File: src/rtl/recursive_lock_with_wait_queue_unit_macros.svh
// ----------------------------------------------------------------------------
// Recursive lock unit assertion macros
// Concurrent assertion wrappers, empty when SYNTH is defined.
// ----------------------------------------------------------------------------
`ifndef RECURSIVE_LOCK_WITH_WAIT_QUEUE_UNIT_MACROS_SVH
`define RECURSIVE_LOCK_WITH_WAIT_QUEUE_UNIT_MACROS_SVH

`ifndef SYNTH
`define RLWQ_ASSERT(lbl, prop, msg) \
  lbl: assert property (@(posedge clk) disable iff (rst) (prop)) else $error(msg);
`define RLWQ_ASSERT_ALWAYS(lbl, prop, msg) \
  lbl: assert property (@(posedge clk) (prop)) else $error(msg);
`else
`define RLWQ_ASSERT(lbl, prop, msg)
`define RLWQ_ASSERT_ALWAYS(lbl, prop, msg)
`endif

`endif

File: src/rtl/rlwq_pkg.sv
// ----------------------------------------------------------------------------
// Recursive lock package
// Sizes, request kinds and result status codes of the recursive lock unit.
// ----------------------------------------------------------------------------
package rlwq_pkg;

  localparam int THREADS    = 16;
  localparam int COUNT_BITS = 8;
  localparam int TidW       = 4;
  localparam int HoldW      = 8;
  localparam int PtrW       = $clog2(THREADS);
  localparam int FillW      = $clog2(THREADS + 1);

  typedef enum logic {
    REQ_ACQUIRE = 1'b0,
    REQ_RELEASE = 1'b1
  } req_t;

  typedef enum logic [2:0] {
    ST_GRANT    = 3'd0,
    ST_NEST     = 3'd1,
    ST_BLOCKED  = 3'd2,
    ST_NEST_REL = 3'd3,
    ST_FREED    = 3'd4,
    ST_ERROR    = 3'd5
  } status_t;

endpackage

File: src/rtl/rlwq_req_if.sv
// ----------------------------------------------------------------------------
// Recursive lock request channel
// Valid/ready channel carrying one acquire or release request per beat.
// ----------------------------------------------------------------------------
interface rlwq_req_if;
  logic                          valid;
  logic                          ready;
  rlwq_pkg::req_t                req_type;
  logic [rlwq_pkg::TidW-1:0]     thread_id;

  modport source (output valid, req_type, thread_id, input ready);
  modport sink   (input valid, req_type, thread_id, output ready);
endinterface

File: src/rtl/rlwq_res_if.sv
// ----------------------------------------------------------------------------
// Recursive lock result channel
// Valid/ready channel carrying one result per beat.
// ----------------------------------------------------------------------------
interface rlwq_res_if;
  logic                          valid;
  logic                          ready;
  rlwq_pkg::status_t             status;
  logic                          woken_valid;
  logic [rlwq_pkg::TidW-1:0]     woken_thread;
  logic [rlwq_pkg::HoldW-1:0]    hold_depth;

  modport source (output valid, status, woken_valid, woken_thread, hold_depth,
                  input ready);
  modport sink   (input valid, status, woken_valid, woken_thread, hold_depth,
                  output ready);
endinterface

File: src/rtl/recursive_lock_with_wait_queue_unit.sv
// ----------------------------------------------------------------------------
// Recursive lock with wait queue
// Holder, nesting count and a FIFO of blocked threads, one request per beat.
// ----------------------------------------------------------------------------
// Requests arrive on the req channel: an acquire or a release with a thread
// id. Each request beat produces exactly one result beat on the res channel
// with a status, the thread woken by a final release, if any, and the
// nesting depth after the request.
// The state update and the result are computed in the cycle the request is
// accepted and both are registered at that edge, so a result appears in the
// cycle after its request. One request is taken every cycle unless the
// receiver stalls; the single result register sets that figure, and the
// next request sees the state left by the previous one without a bubble.
// The request side is ready while the result register is empty or is being
// drained in the same cycle. When the receiver stalls, the pending result
// holds and the request side stops after that one result.
// Synchronous reset frees the lock, empties the wait queue and drops any
// pending result; no request is taken while reset is high.
// ----------------------------------------------------------------------------
`include "recursive_lock_with_wait_queue_unit_macros.svh"

module recursive_lock_with_wait_queue_unit (
  input  logic       clk,
  input  logic       rst,
  rlwq_req_if.sink   req,
  rlwq_res_if.source res
);

  logic                              lock_free;
  logic [rlwq_pkg::TidW-1:0]         holder_id;
  logic [rlwq_pkg::COUNT_BITS-1:0]   nest_count;
  logic [rlwq_pkg::TidW-1:0]         waiter_fifo [rlwq_pkg::THREADS];
  logic [rlwq_pkg::PtrW-1:0]         fifo_head;
  logic [rlwq_pkg::PtrW-1:0]         fifo_tail;
  logic [rlwq_pkg::FillW-1:0]        fifo_fill;
  logic [rlwq_pkg::THREADS-1:0]      waiting_mask;

  logic                              out_valid;
  rlwq_pkg::status_t                 out_status;
  logic                              out_woken_valid;
  logic [rlwq_pkg::TidW-1:0]         out_woken_thread;
  logic [rlwq_pkg::HoldW-1:0]        out_hold_depth;

  logic                              lock_free_next;
  logic [rlwq_pkg::TidW-1:0]         holder_id_next;
  logic [rlwq_pkg::COUNT_BITS-1:0]   nest_count_next;
  logic [rlwq_pkg::PtrW-1:0]         fifo_head_next;
  logic [rlwq_pkg::PtrW-1:0]         fifo_tail_next;
  logic [rlwq_pkg::FillW-1:0]        fifo_fill_next;
  logic [rlwq_pkg::THREADS-1:0]      waiting_mask_next;
  rlwq_pkg::status_t                 status_next;
  logic                              woken_valid_next;
  logic [rlwq_pkg::TidW-1:0]         woken_thread_next;
  logic                              fifo_push;

  logic                              acc;
  logic                              tid_ok;
  logic [rlwq_pkg::PtrW-1:0]         tid_idx;
  logic [rlwq_pkg::TidW-1:0]         head_tid;
  logic [rlwq_pkg::COUNT_BITS-1:0]   count_max;

  assign req.ready = !rst && (!out_valid || res.ready);
  assign acc       = req.valid && req.ready;

  assign tid_ok    = (32'(req.thread_id) < rlwq_pkg::THREADS);
  assign tid_idx   = rlwq_pkg::PtrW'(req.thread_id);
  assign head_tid  = waiter_fifo[fifo_head];
  assign count_max = {rlwq_pkg::COUNT_BITS{1'b1}};

  function automatic logic [rlwq_pkg::PtrW-1:0] next_slot(
    input logic [rlwq_pkg::PtrW-1:0] p
  );
    logic [rlwq_pkg::PtrW-1:0] n;
    if (32'(p) == rlwq_pkg::THREADS - 1) begin
      n = '0;
    end else begin
      n = p + 1'b1;
    end
    return n;
  endfunction

  always_comb begin
    lock_free_next    = lock_free;
    holder_id_next    = holder_id;
    nest_count_next   = nest_count;
    fifo_head_next    = fifo_head;
    fifo_tail_next    = fifo_tail;
    fifo_fill_next    = fifo_fill;
    waiting_mask_next = waiting_mask;
    status_next       = rlwq_pkg::ST_ERROR;
    woken_valid_next  = 1'b0;
    woken_thread_next = '0;
    fifo_push         = 1'b0;

    if (tid_ok) begin
      if (req.req_type == rlwq_pkg::REQ_ACQUIRE) begin
        if (waiting_mask[tid_idx]) begin
          status_next = rlwq_pkg::ST_ERROR;
        end else if (lock_free) begin
          lock_free_next  = 1'b0;
          holder_id_next  = req.thread_id;
          nest_count_next = rlwq_pkg::COUNT_BITS'(1);
          status_next     = rlwq_pkg::ST_GRANT;
        end else if (holder_id == req.thread_id) begin
          if (nest_count == count_max) begin
            status_next = rlwq_pkg::ST_ERROR;
          end else begin
            nest_count_next = nest_count + 1'b1;
            status_next     = rlwq_pkg::ST_NEST;
          end
        end else if (32'(fifo_fill) >= rlwq_pkg::THREADS) begin
          status_next = rlwq_pkg::ST_ERROR;
        end else begin
          fifo_push                  = 1'b1;
          fifo_tail_next             = next_slot(fifo_tail);
          fifo_fill_next             = fifo_fill + 1'b1;
          waiting_mask_next[tid_idx] = 1'b1;
          status_next                = rlwq_pkg::ST_BLOCKED;
        end
      end else begin
        if (lock_free || holder_id != req.thread_id) begin
          status_next = rlwq_pkg::ST_ERROR;
        end else if (nest_count > rlwq_pkg::COUNT_BITS'(1)) begin
          nest_count_next = nest_count - 1'b1;
          status_next     = rlwq_pkg::ST_NEST_REL;
        end else begin
          lock_free_next  = 1'b1;
          holder_id_next  = '0;
          nest_count_next = '0;
          status_next     = rlwq_pkg::ST_FREED;
          if (fifo_fill != '0) begin
            fifo_head_next                                  = next_slot(fifo_head);
            fifo_fill_next                                  = fifo_fill - 1'b1;
            waiting_mask_next[rlwq_pkg::PtrW'(head_tid)]    = 1'b0;
            woken_valid_next                                = 1'b1;
            woken_thread_next                               = head_tid;
          end
        end
      end
    end
  end

  always_ff @(posedge clk) begin
    if (rst) begin
      lock_free    <= 1'b1;
      holder_id    <= '0;
      nest_count   <= '0;
      fifo_head    <= '0;
      fifo_tail    <= '0;
      fifo_fill    <= '0;
      waiting_mask <= '0;
    end else if (acc) begin
      lock_free    <= lock_free_next;
      holder_id    <= holder_id_next;
      nest_count   <= nest_count_next;
      fifo_head    <= fifo_head_next;
      fifo_tail    <= fifo_tail_next;
      fifo_fill    <= fifo_fill_next;
      waiting_mask <= waiting_mask_next;
    end
  end

  always_ff @(posedge clk) begin
    if (acc && fifo_push) begin
      waiter_fifo[fifo_tail] <= req.thread_id;
    end
  end

  always_ff @(posedge clk) begin
    if (rst) begin
      out_valid <= 1'b0;
    end else if (acc) begin
      out_valid <= 1'b1;
    end else if (res.ready) begin
      out_valid <= 1'b0;
    end
  end

  always_ff @(posedge clk) begin
    if (acc) begin
      out_status       <= status_next;
      out_woken_valid  <= woken_valid_next;
      out_woken_thread <= woken_thread_next;
      out_hold_depth   <= rlwq_pkg::HoldW'(nest_count_next);
    end
  end

  assign res.valid        = out_valid;
  assign res.status       = out_status;
  assign res.woken_valid  = out_woken_valid;
  assign res.woken_thread = out_woken_thread;
  assign res.hold_depth   = out_hold_depth;

  `RLWQ_ASSERT(a_free_zero, lock_free |-> (nest_count == '0), "Free lock has a count")
  `RLWQ_ASSERT(a_held_count, !lock_free |-> (nest_count != '0), "Held lock has no count")
  `RLWQ_ASSERT(a_mask_fill, $countones(waiting_mask) == fifo_fill, "Mask and fill disagree")
  `RLWQ_ASSERT(a_res_follows, $past(acc) |-> out_valid, "Accepted request left no result")
  `RLWQ_ASSERT_ALWAYS(a_no_acc_rst, rst |-> !acc, "Request accepted during reset")

endmodule
File: src/flat_wrapper.sv
// flat-port wrapper written by rule: the top's interface ports become plain ports
module recursive_lock_with_wait_queue_unit_flat 
  (clk, rst, req_valid, req_req_type, req_thread_id, req_ready, res_valid, res_status, res_woken_valid, res_woken_thread, res_hold_depth, res_ready);
  rlwq_req_if req_i ();
  rlwq_res_if res_i ();
  input  logic clk;
  input  logic rst;
  input wire logic [$bits(req_i.valid)-1:0] req_valid;
  input wire logic [$bits(req_i.req_type)-1:0] req_req_type;
  input wire logic [$bits(req_i.thread_id)-1:0] req_thread_id;
  output wire logic [$bits(req_i.ready)-1:0] req_ready;
  output wire logic [$bits(res_i.valid)-1:0] res_valid;
  output wire logic [$bits(res_i.status)-1:0] res_status;
  output wire logic [$bits(res_i.woken_valid)-1:0] res_woken_valid;
  output wire logic [$bits(res_i.woken_thread)-1:0] res_woken_thread;
  output wire logic [$bits(res_i.hold_depth)-1:0] res_hold_depth;
  input wire logic [$bits(res_i.ready)-1:0] res_ready;
  assign req_i.valid = req_valid;
  assign req_i.req_type = req_req_type;
  assign req_i.thread_id = req_thread_id;
  assign req_ready = req_i.ready;
  assign res_valid = res_i.valid;
  assign res_status = res_i.status;
  assign res_woken_valid = res_i.woken_valid;
  assign res_woken_thread = res_i.woken_thread;
  assign res_hold_depth = res_i.hold_depth;
  assign res_i.ready = res_ready;
  recursive_lock_with_wait_queue_unit u_core (.clk(clk), .rst(rst), .req(req_i), .res(res_i));
endmodule
File: config.mk
export PLATFORM = sky130hd
export DESIGN_NAME = recursive_lock_with_wait_queue_unit_flat
export DESIGN_NICKNAME = d
export VERILOG_FILES = /design/src/rtl/rlwq_pkg.sv /design/src/rtl/rlwq_req_if.sv /design/src/rtl/rlwq_res_if.sv /design/src/rtl/recursive_lock_with_wait_queue_unit.sv /design/src/flat_wrapper.sv
export VERILOG_INCLUDE_DIRS = /design/src /design/src/rtl
export SDC_FILE = /design/constraint.sdc
export NUM_CORES = 1
export LEC_CHECK = 0
export BUFFER_PORTS_ARGS = -buffer_cell sky130_fd_sc_hd__buf_2
export CAP_MARGIN = 20
export CORE_ASPECT_RATIO = 0.75
export CORE_MARGIN = 1.5
export CORE_UTILIZATION = 39
export CTS_BUF_LIST = sky130_fd_sc_hd__clkbuf_16
export DETAILED_ROUTE_END_ITERATION = 16
export GPL_TIMING_DRIVEN = 0
export PLACE_DENSITY_LB_ADDON = 0.15
export SETUP_SLACK_MARGIN = 0.15
export SYNTH_ARGS = -nofsm -noshare
export SYNTH_HDL_FRONTEND = slang
export SYNTH_SLANG_ARGS = --single-unit
export TNS_END_PERCENT = 20
File: constraint.sdc
create_clock -name clk -period 5.45 [get_ports clk]
set_input_delay 1.3625 -clock clk [delete_from_list [all_inputs] [get_ports clk]]
set_output_delay 1.3625 -clock clk [all_outputs]
set_load 0.01 [all_outputs]
# ---- Word level (Yosys, flattened, before mapping)
# Memories as Yosys holds them, arrays and structs flattened. A register that Yosys moved wholly into a read port is not among the register bits.
# Cells that the tools add are included.
dict set report totals {
  ff_bits 59
  output_inout_bits 18
  mem_bits_rw 64
  mem_count 1
}
# name depth width read_ports rd_clocked_by_memory_dff write_ports line
set mem_list {}
lappend mem_list {u_core.waiter_fifo 16 4 1 1 1 recursive_lock_with_wait_queue_unit.sv:32} ;# logic [rlwq_pkg::TidW-1:0] waiter_fifo [rlwq_pkg::THREADS];
dict set report classes {
  n_reduce_logical 19
  n_eq_ne 12
  n_bitwise 11
  add_sub_neg 6
  mux 60
  order_cmp 6
}
# operator count
set ops {}
lappend ops {{16-bit 2-to-1 mux} 8}
lappend ops {{8-bit 2-to-1 mux} 7}
lappend ops {{5-bit 2-to-1 mux} 8}
lappend ops {{4-bit 2-to-1 mux} 9}
lappend ops {{3-bit 2-to-1 mux} 8}
lappend ops {{1-bit 2-to-1 mux} 17}
lappend ops {{16-bit bitwise AND} 1}
lappend ops {{16-bit NOT} 1}
lappend ops {{16-bit bitwise OR} 1}
lappend ops {{2-bit inequality test (second input constant)} 6}
lappend ops {{4-bit by 5-bit less-than comparator with 1-bit output (second input constant)} 2}
lappend ops {{5-bit AND reduction} 2}
lappend ops {{4-bit by 1-bit adder with 4-bit output (second input constant)} 2}
lappend ops {{8-bit by 1-bit adder with 8-bit output (second input constant)} 1}
lappend ops {{1-bit demux with 4-bit select} 2}
lappend ops {{4-bit == test (second input constant)} 2}
lappend ops {{8-bit == test (second input constant)} 1}
lappend ops {{4-bit by 1-bit greater-or-equal comparator with 1-bit output (second input constant)} 2}
lappend ops {{8-bit by 1-bit > comparator with 1-bit output (second input constant)} 1}
lappend ops {{1-bit NOT} 8}
lappend ops {{8-bit AND reduction} 1}
lappend ops {{8-bit by 1-bit subtractor with 8-bit output (second input constant)} 1}
lappend ops {{6-bit AND reduction} 1}
lappend ops {{5-bit by 1-bit adder with 5-bit output (second input constant)} 1}
lappend ops {{other kinds (14)} 21}

# ---- Longest topological paths before layout
# Gate-level depths: netlist of the first run.
dict set report depth {
  ltp_word 10
  depth_mapped 10
}

# ---- Worst setup path before layout of the first run
# Ideal clock, no wire load.
dict set report synth_timing {
  path_type {in2reg}
  startpoint {in req_thread_id[2]}
  endpoint {mem u_core.waiter_fifo[10][0] in the netlist's numbering, enable pin}
  arrival_time_ns 3.641
  n_path_buf 2
  path_stages 8
  slack_ns 1.442
  cell_sequence {buf_2 -> mux4_2 -> a22oi_1 -> o21ai_1 -> nor3_2 -> buf_2 -> nand2_1 -> nor3b_1}
}
dict set report synth_between {
  elab_chain_cells 8
  word_cells_on_any_way 10
}
# item line
set synth_lines {}
lappend synth_lines {{from (decl)} flat_wrapper.sv:10} ;# input wire logic [$bits(req_i.thread_id)-1:0] req_thread_id;
lappend synth_lines {{parallel branches: the longest is 3 deep, another holds 1-bit binary-select mux with 4-bit select} --}
lappend synth_lines {{1-bit 2-to-1 mux *} recursive_lock_with_wait_queue_unit.sv:97} ;# if (waiting_mask[tid_idx]) begin
lappend synth_lines {{1-bit 2-to-1 mux *} recursive_lock_with_wait_queue_unit.sv:96} ;# if (req.req_type == rlwq_pkg::REQ_ACQUIRE) begin
lappend synth_lines {{1-bit logical AND *} recursive_lock_with_wait_queue_unit.sv:164} ;# if (acc && fifo_push) begin
lappend synth_lines {{1-bit 2-to-1 mux *} recursive_lock_with_wait_queue_unit.sv:164}
lappend synth_lines {{1-bit 2-to-1 mux (not written as such) *} recursive_lock_with_wait_queue_unit.sv:165} ;# waiter_fifo[fifo_tail] <= req.thread_id;
lappend synth_lines {{to (decl)} recursive_lock_with_wait_queue_unit.sv:32}
# Every way passes the cells marked *. The select of a mux whose other input is x is not followed.

# ---- Final worst setup path of the first run
dict set report layout_timing {
  startpoint {in req_thread_id[2]}
  endpoint {mem u_core.waiter_fifo[9][3] in the netlist's numbering, enable pin}
}
# Same word-level chain as after synthesis.

==> results of run 1 <==
==> placed cells by master (no fill, tap or decap), types with 9 or more instances in the layout <==
cell / n
nor3_1: 14
nor2_1: 41
dfxtp_1: 47
mux2i_1: 9
a31oi_1: 11
buf_2: 34
nand3_1: 10
nand2_1: 33
inv_1: 15
nor2b_1: 12
clkbuf_16: 17
edfxtp_1: 80
o21ai_0: 16
ha_1: 11
clkbuf_1: 25
a21oi_1: 27
a211oi_1: 17
mux4_2: 19
==> worst paths after layout <==
| check | start | end | slack [ns] |
|---|---|---|---|
| hold reg to reg | u_core.holder_id[0]$_SDFFE_PP0P_ | u_core.holder_id[0]$_SDFFE_PP0P_ | 0.47 |
| hold / removal | u_core.holder_id[0]$_SDFFE_PP0P_ | u_core.holder_id[0]$_SDFFE_PP0P_ | 0.47 |
| setup / recovery | req_thread_id[2] | u_core.waiter_fifo[9][3]$_DFFE_PP_ | 0.57 |
| setup reg to reg | u_core.waiting_mask[15]$_SDFFE_PP0P_ | u_core.waiter_fifo[9][3]$_DFFE_PP_ | 1.85 |
==> state kept, by name (all words and copies together) (netlist names), named ones only <==
signal,cells
u_core.lock_free,1
u_core.nest_count,8
u_core.res.woken_valid,1
u_core.res.valid,1
u_core.waiting_mask,16
u_core.res.status,3
u_core.holder_id,4
u_core.fifo_head,4
u_core.res.hold_depth,8
u_core.res.woken_thread,4
u_core.waiter_fifo,64
u_core.fifo_tail,4
u_core.fifo_fill,5
==> routing by layer <==
metal | GRT usage [%] | wire [um]
met5 | 0 | 0
met3 | 4.20 | 692
met2 | 25.8 | 6160
met4 | 6.40 | 177
met1 | 31.3 | 8060
==> cell type report <==
class                   instances  share of cell area [%]
clock buffers                  17                    6.00
flip-flops and latches        127                    47.2
multi-input cells             339                    35.7
plain buffers                  36                    2.19
clock inverters                15                    2.51
well taps                     205                    3.62
inverters                      13                   0.689
repair buffers                 30                    2.12
==> cell families (layout without fill, tap and decap cells) <==
logic type	Yosys count	count (layout)
and+or+nand+nor	166	166
DFF	127	127
AOI/OAI and AO/OA	118	118
buffers and inverters	49	111
muxes	30	30
xor gates and xnor gates	13	13
adders and majority gates	12	12
==> worst register-to-register path: stages, from the launching register on <==
cell and delay [ns]:
dfxtp_1 0.31, mux4_2 0.47, a22oi_1 0.28, o21ai_1 0.23
nor3_2 0.68, buf_2 0.37, nand2_1 0.17, nor3b_1 0.70
==> through the flow <==
step	instance area [um2]	utilization [%]	power [mW]	hold WS, ns	setup WS (ns)
after floorplan	6080	-	1.12	0.435	1.44
after global placement	6460	42.4	1.16	0.457	0.146
after detailed placement	6470	42.5	1.17	0.459	0.162
after CTS	7070	46.4	2.33	0.475	0.602
after global routing	7090	46.5	2.38	0.518	0.297
final	7090	46.5	2.31	0.473	0.574
==> where the power goes <==
part / internal (mW) / switching (mW) / total [mW]
combinational: 0.0325 / 0.0787 / 0.111
clock: 0.754 / 0.410 / 1.16
sequential: 1.03 / 0.00658 / 1.04
==> synthesized netlist by cell type, types with 5 or more instances <==
library cell   n
and3_1         6
buf_2          6
inv_1         12
dfxtp_1       47
o21ai_0       16
clkbuf_1      26
nor4_1         8
a21oi_1       27
nor3_1        14
xor2_1         5
a22oi_1        6
nor2b_1       12
edfxtp_1      80
a211oi_1      17
nand4_1        6
nor2_1        41
a31oi_1       11
xnor2_1        8
and4_1         6
or3_1          5
mux2i_1        9
mux4_2        19
nand2_1       33
nand3_1       10
ha_1          11
==> summary.md, run 1 <==
| Metric | Value |
|---|---|
| Post-synthesis mux area share | `8.90%` |
| Buf/Inv on CP | `3` |
| Port bufs | `26` |
| Diode count | `0` |
| Main synth FF type | `edfxtp_1` |
| Boundary Pins | `27` |
| Bufs on Longest Clock Path | `2` |
| Critical Path Max Stage Delay | `0.70 ns` |
| Largest cells by area after synthesis | `edfxtp_1 (40%), dfxtp_1 (15%), mux4_2 (7.0%)` |
| Crit path max-delay family | `simple AND/OR/NAND/NOR gates` |
| Synth Area in XOR/XNOR | `1.87%` |
| Routed len/inst | `19.3 um` |
| Die Ht | `111 um` |
| Max cap viols | `0` |
| Die Width | `147 um` |
| Outcome | `finished, final reports clean` |
| Post-Synth Adder-Cell Area | `2.59%` |
| Clock sinks | `127` |
| Initial core utilization | `39.9%` |
| Post-route clock period utilization | `89.5%` |
| Largest net degree at the start of global routing | `26` |
| Register area | `3340 um2` |
| Iter 0 DRT Violations | `390` |
| Post-CTS Setup Bufs | `0` |
| CTS HTree Levels | `4` |
| Simple-Gate Fraction of Synth Area | `14.9%` |
| F_max | `205 MHz` |
| Post-synthesis sequential area ratio | `55.0%` |
| Main combinational cell family by area after synthesis | `simple AND/OR/NAND/NOR gates` |
| Synthesized area per cell | `11.8 um2` |
| Minimum clock period | `4.88 ns` |
| Critical path class | `in2reg` |
| Clk_skew | `0.00817 ns` |
| Reg2Reg Depth | `7` |
| Clock latency at the later pin of the worst-skew pair | `0.42 ns` |
| First-pass GRT wire length | `24100 um` |
| All-layer global routing usage | `19.6%` |
| Fin cells | `782` |
| Setup-failing EPs final | `0` |
| P_leak | `2.41 nW` |
| Vias in the first global route | `4194` |
| Power Dens Cells | `326 nW/um2` |
| Area of the multi-input gates | `2530 um2` |
| Critical path data required time | `5.50 ns` |
| Area leader, netlist | `edfxtp_1` |
| CP Capture Type | `flop` |
| Slew @ Worst Pin | `0.948 ns` |
| CTS buffer count | `17` |
| TritonCTS clock tree | `done` |
| DRC | `0` |
| Crit path launch type | `primary input` |
| Layout cells sized above 1 | `16.3%` |
| Reg clk slew, reported paths | `0.06 ns` |
| Compound-Gate Fraction of Synth Area | `13.4%` |
| Unrepaired setup endpoints after global routing | `false` |
| Cell Chain, Critical Path | `buf_2 -> buf_2 -> mux4_2 -> a22oi_1 -> o21ai_1 -> nor3_2 -> buf_2 -> nand2_1 -> nor3b_1` |
| Via count | `4403` |
| Post-synth ARST share | `0%` |
| Final ANT Viol Nets | `0` |
| Peak fanout along the critical path | `17` |
| RePlAce Congestion | `0.899` |
| Die area | `16300 um2` |
| Synth Instances | `515` |
| Placement row count | `39` |
| Area share of the largest cell type after synthesis | `39.5%` |
| Yosys warns | `0` |
| Distinct cells, synth | `68` |
| HPWL Detailed | `10700 um` |
| Number of synthesized register bits | `127` |
| # hold bufs at CTS | `0` |
| Setup TNS | `0 ns` |
| Worst path arrival time | `4.93 ns` |
| Slew Viols, Final | `0` |
| # fillers | `1419` |
| Drt first pass iters | `5` |
| Initial antenna violation count | `0` |
| Peak VDD IR | `0.209 mV` |
| Final hold vios | `0` |
| Mapped Nets | `536` |
| GRT overflow | `0` |
| Placed insts | `747` |
| Via density | `5.63` |
| EDFF count, synth | `80` |
| Root Driver | `clkbuf_16` |
| Levels on crit path | `9` |
| Post-synthesis cell area | `6080 um2` |
| Max-slew headroom | `35.9%` |
| Placeable Area | `15200 um2` |
| P&R area growth vs syn | `16.6%` |
| Most frequent CP cell | `buf_2` |
| Hold crit path type | `reg2reg` |
| Crit-path slowest cell | `nor3b_1` |
| WHS Path Cells | `2` |
| Final net count | `585` |
| Drt total wl | `15100 um` |
| PostCTS Resize Cnt | `0` |
No activity file was read; power rests on OpenSTA's default activity.
==> run 2: changes to the inputs <==
--- a/config.mk
+++ b/config.mk
@@ -7,10 +7,10 @@
 export NUM_CORES = 1
 export LEC_CHECK = 0
 export BUFFER_PORTS_ARGS = -buffer_cell sky130_fd_sc_hd__buf_2
-export CAP_MARGIN = 20
+export CAP_MARGIN = 30
 export CORE_ASPECT_RATIO = 0.75
 export CORE_MARGIN = 1.5
-export CORE_UTILIZATION = 39
+export CORE_UTILIZATION = 38
 export CTS_BUF_LIST = sky130_fd_sc_hd__clkbuf_16
 export DETAILED_ROUTE_END_ITERATION = 16
 export GPL_TIMING_DRIVEN = 0
==> run 2 against run 1 <==
Net effect: combinational power about the same; fmax increased by 1.4%; critical path depth did not move; final cell count up 0.13%; wire length up 1.1%; worst hold slack better by 0.0060 ns; clock-buffer cell count is the same; clock power up 3%; largest cell class unchanged; largest power group unchanged.
==> summary.md, run 2 (synthesis results as in run 1) <==
| Metric | Value |
|---|---|
| Initial antenna violation count | `0` |
| Most frequent cells in the layout | `edfxtp_1 (80), dfxtp_1 (47), nor2_1 (41)` |
| Critical path class | `in2reg` |
| CP Capture Type | `flop` |
| Regs by FF count | `u_core.waiter_fifo x64, u_core.waiting_mask x16` |
| Largest net degree at the start of global routing | `26` |
| F_max | `208 MHz` |
| Most frequent CP cell | `buf_2` |
| # hold bufs at CTS | `0` |
| # fillers | `1477` |
| Via density | `5.74` |
| Die Width | `149 um` |
| CTS buffer count | `17` |
| Final net count | `586` |
| Cell Chain, Critical Path | `buf_2 -> buf_2 -> mux4_2 -> a22oi_1 -> o21ai_1 -> nor3_2 -> buf_2 -> nand2_1 -> nor3b_1` |
| Top reg by flops | `u_core.waiter_fifo` |
| CTS HTree Levels | `4` |
| Reg2reg end | `u_core.waiter_fifo[9][2]$_DFFE_PP_` |
| Pwr Total | `2.35 mW` |
| Reg clk slew, reported paths | `0.06 ns` |
| HPWL Detailed | `10900 um` |
| Die Ht | `113 um` |
| Outcome | `finished, final reports clean` |
| Flop-to-flop setup slack | `1.85 ns` |
| Minimum clock period | `4.81 ns` |
| PostCTS Resize Cnt | `0` |
| Peak VDD IR | `0.184 mV` |
| Clock sinks | `127` |
| Root Driver | `clkbuf_16` |
| Placement row count | `39` |
| DRC | `0` |
| Post-CTS Setup Bufs | `0` |
| Drt first pass iters | `5` |
| Critical R2R Launch | `u_core.res.valid$_SDFFE_PP0P_` |
| Final core occ | `46.2%` |
| Slew Viols, Final | `0` |
| Placed insts | `751` |
| Final hold vios | `0` |
| First-pass GRT wire length | `24700 um` |
| Crit path max-delay family | `simple AND/OR/NAND/NOR gates` |
| Vias in the first global route | `4394` |
| P_leak | `2.40 nW` |
| Final ANT Viol Nets | `0` |
| Diode count | `0` |
| Placeable Area | `15400 um2` |
| Crit path launch type | `primary input` |
| Post-route clock period utilization | `88.3%` |
| CP endpoint | `u_core.waiter_fifo[9][2]$_DFFE_PP_` |
| Crit path launch | `req_thread_id[2]` |
| RePlAce Congestion | `0.909` |
| Die area | `16800 um2` |
| Crit-path slowest cell | `nor3_2` |
| All-layer global routing usage | `19.7%` |
| Buf/Inv on CP | `3` |
| Setup TNS | `0 ns` |
| Routed len/inst | `19.5 um` |
| Critical Path Max Stage Delay | `0.68 ns` |
| Layout cells sized above 1 | `17.1%` |
| Levels on crit path | `9` |
| P&R area growth vs syn | `17.2%` |
| Max FFs per register | `64` |
| Unrepaired setup endpoints after global routing | `false` |
| Fin cells | `783` |
| Reg2Reg Depth | `9` |
| Worst path arrival time | `4.86 ns` |
| Clock latency at the later pin of the worst-skew pair | `0.43 ns` |
| TritonCTS clock tree | `done` |
| Initial core utilization | `39.4%` |
| Bufs on Longest Clock Path | `2` |
| Iter 0 DRT Violations | `370` |
| Max cap viols | `0` |
| Setup-failing EPs final | `0` |
| Critical path data required time | `5.50 ns` |
| Commonest non-fill, non-tap cell in the layout | `edfxtp_1` |
| Hold crit path type | `reg2reg` |
| Boundary Pins | `27` |
| Power Dens Cells | `329 nW/um2` |
| Register area | `3340 um2` |
| Port bufs | `26` |
| Slew @ Worst Pin | `0.755 ns` |
| Drt total wl | `15200 um` |
| Max-slew headroom | `49.2%` |
| Clk_skew | `0.0147 ns` |
| Peak fanout along the critical path | `17` |
| Min Hold Slack | `0.479 ns` |
| Via count | `4497` |
| Area of the multi-input gates | `2530 um2` |
| GRT overflow | `0` |
## run 2: cell count changes in the layout (fill, tap and decap cells not counted), sizes merged
| cell | delta |
|---|---|
| clkbuf | -2 |
| clkinv | -4 |
| inv | -1 |
| clkinvlp | +5 |
| clkdlybuf4s18 | +2 |
| buf | +1 |
## run 2: metrics by stage
step,setup WS (ns),instance area [um2]
after floorplan,1.44,6080
after global placement,0.299,6460
after detailed placement,0.173,6500
after CTS,0.623,7120
after global routing,0.358,7120
final,0.640,7120
## run 2: worst min path at each step
| stage | cells past startpoint | slack [ns] | from | endpoint |
|---|---|---|---|---|
| floorplan | 2 | 0.44 | u_core.waiting_mask[15]$_SDFFE_PP0P_ | u_core.waiting_mask[15]$_SDFFE_PP0P_ |
| global placement | 2 | 0.46 | u_core.holder_id[0]$_SDFFE_PP0P_ | u_core.holder_id[0]$_SDFFE_PP0P_ |
| detailed placement | 2 | 0.46 | u_core.waiting_mask[15]$_SDFFE_PP0P_ | u_core.waiting_mask[15]$_SDFFE_PP0P_ |
| CTS | 2 | 0.47 | u_core.waiting_mask[15]$_SDFFE_PP0P_ | u_core.waiting_mask[15]$_SDFFE_PP0P_ |
| global route | 2 | 0.49 | u_core.waiting_mask[15]$_SDFFE_PP0P_ | u_core.waiting_mask[15]$_SDFFE_PP0P_ |
| finish | 2 | 0.48 | u_core.waiting_mask[15]$_SDFFE_PP0P_ | u_core.waiting_mask[15]$_SDFFE_PP0P_ |
## run 2: area by class of cell
cell class | count | area share, %
timing repair buffer | 31 | 2.32
multi-input combinational | 339 | 35.5
buffer | 36 | 2.18
clock buffer | 17 | 5.98
clock inverter | 15 | 2.74
inverter | 13 | 0.685
tap | 205 | 3.60
sequential | 127 | 47.0
## run 2: worst reg2reg max path: stages, from the launching register on
cell and delay (ns):
dfxtp_1 0.30, nor2b_1 0.13, nor2_1 0.11, nand2_1 0.30, clkinv_1 0.32, nand3b_1 0.22, nor3_2 0.62, buf_2 0.38
nand2_1 0.16, nor3b_1 0.68
## run 2: layer usage
metal	up-vias	routed length (um)	track usage, %	part of all wire [%]
li1	2101	-	-	-
met1	2235	7640	30.3	50
met2	141	6340	26.4	42
met3	20	1040	4.92	6.8
met4	0	224	7.39	1.5
met5	-	0	0	0
## run 2: power breakdown
part	leakage (nW)	internal [mW]	switching [mW]	total [mW]
Clock	0.287	0.762	0.435	1.20
Combinational	1.00	0.0326	0.0789	0.112
Sequential	1.11	1.03	0.00643	1.04
